`config.mk`:
```
export PLATFORM = sky130hd
export DESIGN_NAME = bounding_box_normalize_unit
export DESIGN_NICKNAME = d
export VERILOG_FILES = /design/src/rtl/core/bbn_pkg.sv /design/src/rtl/core/bbn_bounds.sv /design/src/rtl/core/bbn_div_seq.sv /design/src/rtl/core/bounding_box_normalize_unit.sv
export SDC_FILE = /design/constraint.sdc
export NUM_CORES = 2
export LEC_CHECK = 0
export BUFFER_PORTS_ARGS = -buffer_cell sky130_fd_sc_hd__buf_2
export CAP_MARGIN = 20
export CORE_UTILIZATION = 25
export CTS_BUF_LIST = sky130_fd_sc_hd__clkbuf_8 sky130_fd_sc_hd__clkbuf_16
export DETAILED_ROUTE_END_ITERATION = 10
export PLACE_DENSITY_LB_ADDON = 0.3
export SLEW_MARGIN = 20
export SYNTH_ARGS = -nofsm -noshare
export SYNTH_HDL_FRONTEND = slang
export SYNTH_SLANG_ARGS = --single-unit
export TNS_END_PERCENT = 20
```
`constraint.sdc`:
```
create_clock -name clk -period 8.08 [get_ports clk]
set_input_delay 0.404 -clock clk [delete_from_list [all_inputs] [get_ports clk]]
set_output_delay 0.404 -clock clk [all_outputs]
set_load 0.1 [all_outputs]
```
`src/rtl/core/bbn_pkg.sv`:
```
// Shared constants, types and state encoding for the bounding box normalizer.
package bbn_pkg;

    localparam int COORD_BITS    = 32;
    localparam int OUT_FRAC_BITS = 30;
    localparam int NORM_BITS     = 32;
    localparam int NUM_AXES      = 3;
    localparam int AXIS_BITS     = $clog2(NUM_AXES);
    // one overflow check, one integer bit, then the fraction bits
    localparam int DIV_STEPS     = OUT_FRAC_BITS + 2;
    localparam int STEP_BITS     = $clog2(DIV_STEPS);

    typedef logic signed [COORD_BITS-1:0] coord_t;
    typedef logic        [COORD_BITS-1:0] ucoord_t;
    typedef logic        [NORM_BITS-1:0]  norm_t;

    localparam coord_t COORD_MAX = {1'b0, {(COORD_BITS-1){1'b1}}};
    localparam coord_t COORD_MIN = {1'b1, {(COORD_BITS-1){1'b0}}};

    localparam norm_t NORM_POS_SAT = {1'b0, {(NORM_BITS-1){1'b1}}};
    localparam norm_t NORM_NEG_SAT = {1'b1, {(NORM_BITS-1){1'b0}}};

    localparam logic MODE_MEASURE = 1'b0;
    localparam logic MODE_APPLY   = 1'b1;

    // bit positions in the input tuser
    localparam int TUSER_MODE  = 0;
    localparam int TUSER_START = 1;

    typedef enum logic [2:0] {
        ST_IDLE,
        ST_PREP,
        ST_LAUNCH,
        ST_DIV,
        ST_DONE
    } bbn_state_t;

endpackage

```
`src/rtl/core/bbn_bounds.sv`:
```
// Per-axis min/max tracking with half extent and center derivation.
module bbn_bounds
    import bbn_pkg::*;
(
    input  logic    clk,
    input  logic    rst_n,
    input  logic    update,
    input  logic    clear,
    input  coord_t  vtx  [NUM_AXES],
    output ucoord_t half [NUM_AXES],
    output coord_t  mid  [NUM_AXES]
);

    localparam int OPW = COORD_BITS + 1;

    coord_t lo_reg [NUM_AXES];
    coord_t hi_reg [NUM_AXES];
    coord_t lo_cur [NUM_AXES];
    coord_t hi_cur [NUM_AXES];

    logic           empty [NUM_AXES];
    logic [OPW-1:0] span  [NUM_AXES];
    logic [OPW-1:0] sum   [NUM_AXES];
    logic [OPW-1:0] adj   [NUM_AXES];

    always_comb
    begin
        for (int i = 0; i < NUM_AXES; i++)
        begin
            lo_cur[i] = clear ? COORD_MAX : lo_reg[i];
            hi_cur[i] = clear ? COORD_MIN : hi_reg[i];
            empty[i]  = hi_reg[i] < lo_reg[i];
            span[i]   = {hi_reg[i][COORD_BITS-1], hi_reg[i]}
                      - {lo_reg[i][COORD_BITS-1], lo_reg[i]};
            sum[i]    = {hi_reg[i][COORD_BITS-1], hi_reg[i]}
                      + {lo_reg[i][COORD_BITS-1], lo_reg[i]};
            // round toward zero: bias negative sums by one before the shift
            adj[i]    = sum[i] + {{COORD_BITS{1'b0}}, sum[i][OPW-1]};
            half[i]   = empty[i] ? '0 : span[i][OPW-1:1];
            mid[i]    = empty[i] ? '0 : coord_t'(adj[i][OPW-1:1]);
        end
    end

    always_ff @(posedge clk or negedge rst_n)
    begin
        if (!rst_n)
        begin
            for (int i = 0; i < NUM_AXES; i++)
            begin
                lo_reg[i] <= COORD_MAX;
                hi_reg[i] <= COORD_MIN;
            end
        end
        else if (update)
        begin
            for (int i = 0; i < NUM_AXES; i++)
            begin
                lo_reg[i] <= (vtx[i] < lo_cur[i]) ? vtx[i] : lo_cur[i];
                hi_reg[i] <= (vtx[i] > hi_cur[i]) ? vtx[i] : hi_cur[i];
            end
        end
    end

endmodule

```
`src/rtl/core/bbn_div_seq.sv`:
```
// Serial restoring divider: signed (vtx - center) / scale in Q2.30, saturated.
module bbn_div_seq
    import bbn_pkg::*;
(
    input  logic    clk,
    input  logic    rst_n,
    input  logic    start,
    input  coord_t  vtx,
    input  coord_t  center,
    input  ucoord_t scale,
    output logic    done,
    output norm_t   quot
);

    localparam int OPW = COORD_BITS + 1;
    localparam logic [STEP_BITS-1:0] STEP_SAT  = STEP_BITS'(0);
    localparam logic [STEP_BITS-1:0] STEP_INT  = STEP_BITS'(1);
    localparam logic [STEP_BITS-1:0] STEP_LAST = STEP_BITS'(DIV_STEPS - 1);

    logic                   busy_reg;
    logic                   done_reg;
    logic [STEP_BITS-1:0]   step_reg;
    logic                   neg_reg;
    logic                   sat_reg;
    logic [OUT_FRAC_BITS:0] q_reg;
    logic [OPW-1:0]         rem_reg;
    ucoord_t                div_reg;

    logic [OPW-1:0] diff_in;
    logic [OPW-1:0] mag_in;
    logic [OPW-1:0] op_a;
    logic [OPW-1:0] op_b;
    logic [OPW-1:0] sub;
    logic           ge;
    norm_t          q_ext;

    assign diff_in = {vtx[COORD_BITS-1], vtx} - {center[COORD_BITS-1], center};
    assign mag_in  = diff_in[OPW-1] ? (~diff_in + OPW'(1)) : diff_in;

    // the one compare/subtract unit, fed per step
    always_comb
    begin
        if (step_reg == STEP_SAT)
        begin
            op_a = rem_reg;
            op_b = {div_reg, 1'b0};
        end
        else if (step_reg == STEP_INT)
        begin
            op_a = rem_reg;
            op_b = {1'b0, div_reg};
        end
        else
        begin
            op_a = {rem_reg[COORD_BITS-1:0], 1'b0};
            op_b = {1'b0, div_reg};
        end
        ge  = op_a >= op_b;
        sub = op_a - op_b;
    end

    always_ff @(posedge clk or negedge rst_n)
    begin
        if (!rst_n)
        begin
            busy_reg <= 1'b0;
            done_reg <= 1'b0;
            step_reg <= '0;
        end
        else if (start)
        begin
            busy_reg <= 1'b1;
            done_reg <= 1'b0;
            step_reg <= STEP_SAT;
        end
        else if (busy_reg)
        begin
            if (step_reg == STEP_SAT && ge)
            begin
                busy_reg <= 1'b0;
                done_reg <= 1'b1;
            end
            else if (step_reg == STEP_LAST)
            begin
                busy_reg <= 1'b0;
                done_reg <= 1'b1;
            end
            else
            begin
                step_reg <= step_reg + STEP_BITS'(1);
            end
        end
        else
        begin
            done_reg <= 1'b0;
        end
    end

    always_ff @(posedge clk)
    begin
        if (start)
        begin
            neg_reg <= diff_in[OPW-1];
            sat_reg <= 1'b0;
            q_reg   <= '0;
            rem_reg <= {1'b0, mag_in[COORD_BITS-1:0]};
            div_reg <= scale;
        end
        else if (busy_reg)
        begin
            if (step_reg == STEP_SAT)
            begin
                sat_reg <= ge;
            end
            else
            begin
                q_reg   <= {q_reg[OUT_FRAC_BITS-1:0], ge};
                rem_reg <= ge ? sub : op_a;
            end
        end
    end

    assign q_ext = {{(NORM_BITS-OUT_FRAC_BITS-1){1'b0}}, q_reg};
    assign done  = done_reg;
    assign quot  = sat_reg ? (neg_reg ? NORM_NEG_SAT : NORM_POS_SAT)
                 : (neg_reg ? (~q_ext + NORM_BITS'(1)) : q_ext);

endmodule

```
`src/rtl/core/bounding_box_normalize_unit.sv`:
```
// Top level of the bounding box center and uniform scale normalizer.
//
// Vertices (signed Q16.16 x, y, z in s_tdata) arrive in two passes, selected
// by s_tuser: mode 0 measures, mode 1 applies. A measure request widens the
// per-axis min/max and produces nothing, so a measure pass streams at one
// vertex per clock while no apply request is in work. start_req on a measure
// request clears the bounds first. start_req on an apply request latches the
// box center (max+min)/2 and the scale (largest half extent) from the
// current bounds. Every apply request returns one result: (v - center) /
// scale per axis in signed Q2.30 (rounded toward zero, saturated), the three
// current half extents in unsigned Q16.16, and a degenerate flag when the
// scale is zero (coordinates then read as zero). An apply request walks the
// block through accept, prep, then for each axis launch, 32 steps of the
// single shared restoring divider and capture, then the output load; an axis
// whose quotient saturates finishes its division after one step, and a
// degenerate request skips the divider. The output load waits while the
// previous result still sits unaccepted, which stretches the request by
// those stall cycles. s_tready is low while an apply request is in work.
// The result sits in an output register, so the next request is taken
// while it waits for m_tready.
module bounding_box_normalize_unit
    import bbn_pkg::*;
(
    input  logic                       clk,
    input  logic                       rst_n,
    input  logic                       s_tvalid,
    output logic                       s_tready,
    input  logic [3*COORD_BITS-1:0]    s_tdata,  // coord_x, coord_y, coord_z
    input  logic [1:0]                 s_tuser,  // mode, start_req
    output logic                       m_tvalid,
    input  logic                       m_tready,
    // norm_x, norm_y, norm_z, half_extent_x, half_extent_y, half_extent_z
    output logic [6*NORM_BITS-1:0]     m_tdata,
    output logic [0:0]                 m_tuser   // degenerate
);

    bbn_state_t state_reg;
    bbn_state_t state_next;

    // request fields held for the divide phase
    coord_t  vtx_reg    [NUM_AXES];
    logic    start_hold_reg;
    coord_t  center_reg [NUM_AXES];
    ucoord_t scale_reg;
    norm_t   norm_reg   [NUM_AXES];
    logic [AXIS_BITS-1:0] axis_reg;

    // output register
    logic                   out_valid_reg;
    logic [6*NORM_BITS-1:0] out_data_reg;
    logic                   out_degen_reg;

    coord_t  in_vtx [NUM_AXES];
    ucoord_t half   [NUM_AXES];
    coord_t  mid    [NUM_AXES];
    ucoord_t scale_new;
    ucoord_t scale_xy;

    logic  item_acc;
    logic  meas_upd;
    logic  apply_acc;
    logic  latch_en;
    logic  div_start;
    logic  div_done;
    logic  out_load;
    logic  out_free;
    logic  degen;
    logic  last_axis;
    norm_t div_quot;
    norm_t norm_out [NUM_AXES];

    assign in_vtx[0] = coord_t'(s_tdata[COORD_BITS-1:0]);
    assign in_vtx[1] = coord_t'(s_tdata[2*COORD_BITS-1:COORD_BITS]);
    assign in_vtx[2] = coord_t'(s_tdata[3*COORD_BITS-1:2*COORD_BITS]);

    assign item_acc  = s_tvalid && s_tready;
    assign meas_upd  = item_acc && (s_tuser[TUSER_MODE] == MODE_MEASURE);
    assign apply_acc = item_acc && (s_tuser[TUSER_MODE] == MODE_APPLY);
    assign out_free  = !out_valid_reg || m_tready;
    assign degen     = (scale_reg == '0);
    assign last_axis = (axis_reg == AXIS_BITS'(NUM_AXES - 1));

    bbn_bounds u_bounds (
        .clk    (clk),
        .rst_n  (rst_n),
        .update (meas_upd),
        .clear  (s_tuser[TUSER_START]),
        .vtx    (in_vtx),
        .half   (half),
        .mid    (mid)
    );

    bbn_div_seq u_div (
        .clk    (clk),
        .rst_n  (rst_n),
        .start  (div_start),
        .vtx    (vtx_reg[axis_reg]),
        .center (center_reg[axis_reg]),
        .scale  (scale_reg),
        .done   (div_done),
        .quot   (div_quot)
    );

    // largest half extent
    assign scale_xy  = (half[0] > half[1]) ? half[0] : half[1];
    assign scale_new = (half[2] > scale_xy) ? half[2] : scale_xy;

    // next state
    always_comb
    begin
        state_next = state_reg;
        unique case (state_reg)
            ST_IDLE:
            begin
                if (apply_acc)
                    state_next = ST_PREP;
            end
            ST_PREP:
            begin
                state_next = ST_LAUNCH;
            end
            ST_LAUNCH:
            begin
                state_next = degen ? ST_DONE : ST_DIV;
            end
            ST_DIV:
            begin
                if (div_done)
                    state_next = last_axis ? ST_DONE : ST_LAUNCH;
            end
            ST_DONE:
            begin
                if (out_free)
                    state_next = ST_IDLE;
            end
            default:
            begin
                state_next = ST_IDLE;
            end
        endcase
    end

    // state outputs
    always_comb
    begin
        s_tready  = 1'b0;
        latch_en  = 1'b0;
        div_start = 1'b0;
        out_load  = 1'b0;
        unique case (state_reg)
            ST_IDLE:   s_tready  = 1'b1;
            ST_PREP:   latch_en  = start_hold_reg;
            ST_LAUNCH: div_start = !degen;
            ST_DIV:    ;
            ST_DONE:   out_load  = out_free;
            default:   ;
        endcase
    end

    always_ff @(posedge clk or negedge rst_n)
    begin
        if (!rst_n)
            state_reg <= ST_IDLE;
        else
            state_reg <= state_next;
    end

    // center and scale survive across requests; reset to zero
    always_ff @(posedge clk or negedge rst_n)
    begin
        if (!rst_n)
        begin
            for (int i = 0; i < NUM_AXES; i++)
                center_reg[i] <= '0;
            scale_reg <= '0;
        end
        else if (latch_en)
        begin
            for (int i = 0; i < NUM_AXES; i++)
                center_reg[i] <= mid[i];
            scale_reg <= scale_new;
        end
    end

    always_ff @(posedge clk or negedge rst_n)
    begin
        if (!rst_n)
            axis_reg <= '0;
        else if (state_reg == ST_PREP)
            axis_reg <= '0;
        else if (state_reg == ST_DIV && div_done && !last_axis)
            axis_reg <= axis_reg + AXIS_BITS'(1);
    end

    always_ff @(posedge clk)
    begin
        if (apply_acc)
        begin
            for (int i = 0; i < NUM_AXES; i++)
                vtx_reg[i] <= in_vtx[i];
            start_hold_reg <= s_tuser[TUSER_START];
        end
        if (state_reg == ST_DIV && div_done)
            norm_reg[axis_reg] <= div_quot;
    end

    always_comb
    begin
        for (int i = 0; i < NUM_AXES; i++)
            norm_out[i] = degen ? '0 : norm_reg[i];
    end

    // output register
    always_ff @(posedge clk or negedge rst_n)
    begin
        if (!rst_n)
            out_valid_reg <= 1'b0;
        else if (out_load)
            out_valid_reg <= 1'b1;
        else if (m_tready)
            out_valid_reg <= 1'b0;
    end

    always_ff @(posedge clk)
    begin
        if (out_load)
        begin
            out_data_reg  <= {half[2], half[1], half[0],
                              norm_out[2], norm_out[1], norm_out[0]};
            out_degen_reg <= degen;
        end
    end

    assign m_tvalid   = out_valid_reg;
    assign m_tdata    = out_data_reg;
    assign m_tuser[0] = out_degen_reg;

endmodule

```
==> reports/metrics.csv <==
stage;metric;value;unit
clock_tree;numCtsBuffers;97;
finish;largest_reg_flops;192;
global_route;grt_usage;0.187;
worst_setup_path;slowest_stage;or3b_2;
status;outcome;finished, final reports clean;
worst_setup_path;r2r_start;u_bounds.lo_reg[34]$_DFFE_PN1P_;
floorplan;die_area;231000;um2
timing;skew;0.0755;ns
worst_setup_path;cp.arrival;8.41;ns
global_route;grt_pass1_vias;47000;
clock_tree;cts_tree;done;
timing;rsz0062_at_grt;false;
clock_tree;h-tree-depth;3;
floorplan;pin_count;297;
place;placed_cells;9417;
min_path;hold_class;in2async;
worst_setup_path;worstPathRequired;8.75;ns
worst_setup_path;reg2reg_setup_slack;0.34;ns
clock_tree;clock_path_buffers;3;
worst_setup_path;crit_path_frequent_cell;a21o_1;
finish;area_growth;18.0;%
global_route;grt_start_max_net_pins;119;
synth;synth_edf_count;451;
timing;fin_crit_sh;0.958;
clock_tree;clk_latency;0.78;ns
synth;ys_ff_latch;817;
timing;setup_viol;0;
global_route;antenna_found_initial;20;
synth;yosysUniqueCellTypes;110;
detailed_routing;drt-total-wl;221000;um
worst_setup_path;slowest_delay;0.56;ns
worst_setup_path;cp_max_fo;15;
synth;synth-main-ff-cell;edfxtp_1;
global_route;grt_pass1_wl;322000;um
floorplan;fp-row-count;175;
global_route;grt-ovfl-total;0;
worst_setup_path;worst-setup-path-type;reg2reg;
clock_tree;cts_sinks;817;
detailed_routing;dr_total_vias;48500;
floorplan;initial_core_util;0.252;
floorplan;die_w;481;um
floorplan;coreArea;228000;um2
finish;utilization;0.297;
finish;fin_nets;7241;
synth;avgSynthCellArea;9.29;um2
timing;fmax;0.129;GHz
worst_setup_path;cp-end-kind;register;
place;pre_cts_ws;-0.0251;ns
detailed_routing;drc;0;
clock_tree;clk_pin_slew;0.08;ns
worst_setup_path;reg2regPathDepth;35;
synth;async_flop_share;0.408;
detailed_routing;drtIter0Drc;3744;
place;dp_hpwl;176000;um
finish;layout_commonest_cell;nand2_1;
worst_setup_path;crit_family;compound AO/OA/AOI/OAI gates;
place;gp_congestion;0.961;
timing;finalWorstSetupSlack;0.341;ns
clock_tree;clock-root-buffer;clkbuf_16;
timing;post-route-min-period;7.74;ns
timing;drv_slew;0;
timing;slew_headroom;0.255;
synth;syn_nets;6803;
run;cap_viol_max_count;0;
timing;finalSetupTns;0;ns
detailed_routing;viasPerCell;4.99;
timing;worst_pin_slew;1.11;ns
synth;yosysWarnings;0;
detailed_routing;firstDrtPassIters;5;
worst_setup_path;start_kind;register;
timing;finalHoldViolCount;0;
detailed_routing;ant_nets;0;
place;portBuffers;296;
finish;stdcell_count;9707;
worst_setup_path;r2r-end;scale_reg[26]$_DFFE_PN0P_;
detailed_routing;drt-wirelength-per-cell;22.7;um
floorplan;die_h;481;um
synth;synth_area;57400;um2
finish;layout_common_cells;nand2_1, nor2_1, ha_1, edfxtp_1, a21oi_1;
synth;ys_seq_area_frac;0.395;
worst_setup_path;worst-path-buf-inv;6;
synth;synthCells;6171;
finish;drive_gt1_frac;0.147;
[cells by family (layout without fill, tap and decap cells)]
logic type | Yosys count | in the layout | share of synthesized area
simple gates | 2075 | 2075 | 0.174
compound gates | 1618 | 1618 | 0.185
flops | 817 | 817 | 0.395
buf+inv | 589 | 1111 | 0.0395
fa+ha+maj | 530 | 530 | 0.117
xor+xnor | 306 | 306 | 0.0469
mux | 236 | 236 | 0.0428
other cells | 0 | 5 | 0
[final cells by class]
type / count / area (um2)
antenna: 5 / 12.5
clock buffer: 103 / 2520
clock inverter: 80 / 698
fill: 23900 / 160000
inverter: 308 / 1160
multi-input combinational: 4765 / 32700
sequential: 817 / 22700
tap: 3009 / 3760
timing repair buffer: 620 / 4220
[Yosys cell counts (33+ instances only)]
master    count  share of area
clkbuf_1    235          0.015
nand4_1      89         0.0097
xnor2_1     219          0.033
or3_1        47         0.0051
dfxtp_1      33          0.012
mux2i_1     161          0.028
dfrtp_1     237           0.10
o22a_1       65         0.0099
nor4_1       51         0.0056
edfxtp_1    451           0.24
o211ai_1     45         0.0059
o21bai_1     64         0.0084
o21ai_0     346          0.030
o21a_1       50         0.0065
xor2_1       86          0.013
a211oi_1     51         0.0067
nor2b_1     162          0.018
nand3_1      99         0.0086
inv_1       297          0.019
mux2_2       75          0.015
a22o_1       41         0.0063
nand2_1     637          0.042
dfstp_2      96          0.044
a31oi_1      38         0.0041
a21oi_1     440          0.038
nor3_1      125          0.011
o31ai_1      57         0.0075
a21o_1      197          0.026
nor2_1      539          0.035
ha_1        522           0.11
nand2b_1    161          0.018
[layer usage]
layer	vias up	part of all wire	global-route usage
met3	293	0.047	0.0242
met4	8	0.055	0.0930
met2	1324	0.45	0.297
met5	-	0.00021	0
met1	23700	0.45	0.249
li1	23200	-	-
[per-stage QoR]
stage | hold slack [ns] | area (um2)
detailed placement | 0.385 | 63300
CTS | 0.165 | 67500
finish | 0.183 | 67700
global placement | 0.369 | 63300
global route | 0.199 | 67700
floorplan | 0.108 | 57400
[worst max path at each step]
stage                                    start                        end  cells after the start  slack (ns)
2_1_floorplan  u_bounds.lo_reg[69]$_DFFE_PN1P_  scale_reg[29]$_DFFE_PN0P_                     36        0.46
3_3_place_gp   u_bounds.lo_reg[64]$_DFFE_PN1P_  scale_reg[29]$_DFFE_PN0P_                     39       -0.02
3_5_place_dp   u_bounds.lo_reg[64]$_DFFE_PN1P_  scale_reg[29]$_DFFE_PN0P_                     39       -0.03
4_1_cts        u_bounds.lo_reg[64]$_DFFE_PN1P_   scale_reg[1]$_DFFE_PN0P_                     39        0.02
5_1_grt        u_bounds.lo_reg[74]$_DFFE_PN1P_  scale_reg[26]$_DFFE_PN0P_                     37        0.02
6_report       u_bounds.lo_reg[34]$_DFFE_PN1P_  scale_reg[26]$_DFFE_PN0P_                     35        0.34
[timing repair]
item | CTS | global route
setup endpoints to repair | 19 | 32
buffers inserted | 0 | 4
hold endpoints to repair | 318 | 0
hold buffers | 98 | 0
pin swaps | 0 | 4
gates cloned | 0 | 0
gates resized for setup | 2 | 25
Power is left out: the tool's default activity adds up to more than one toggle a clock period on the data nets, which glitch-free logic cannot reach.
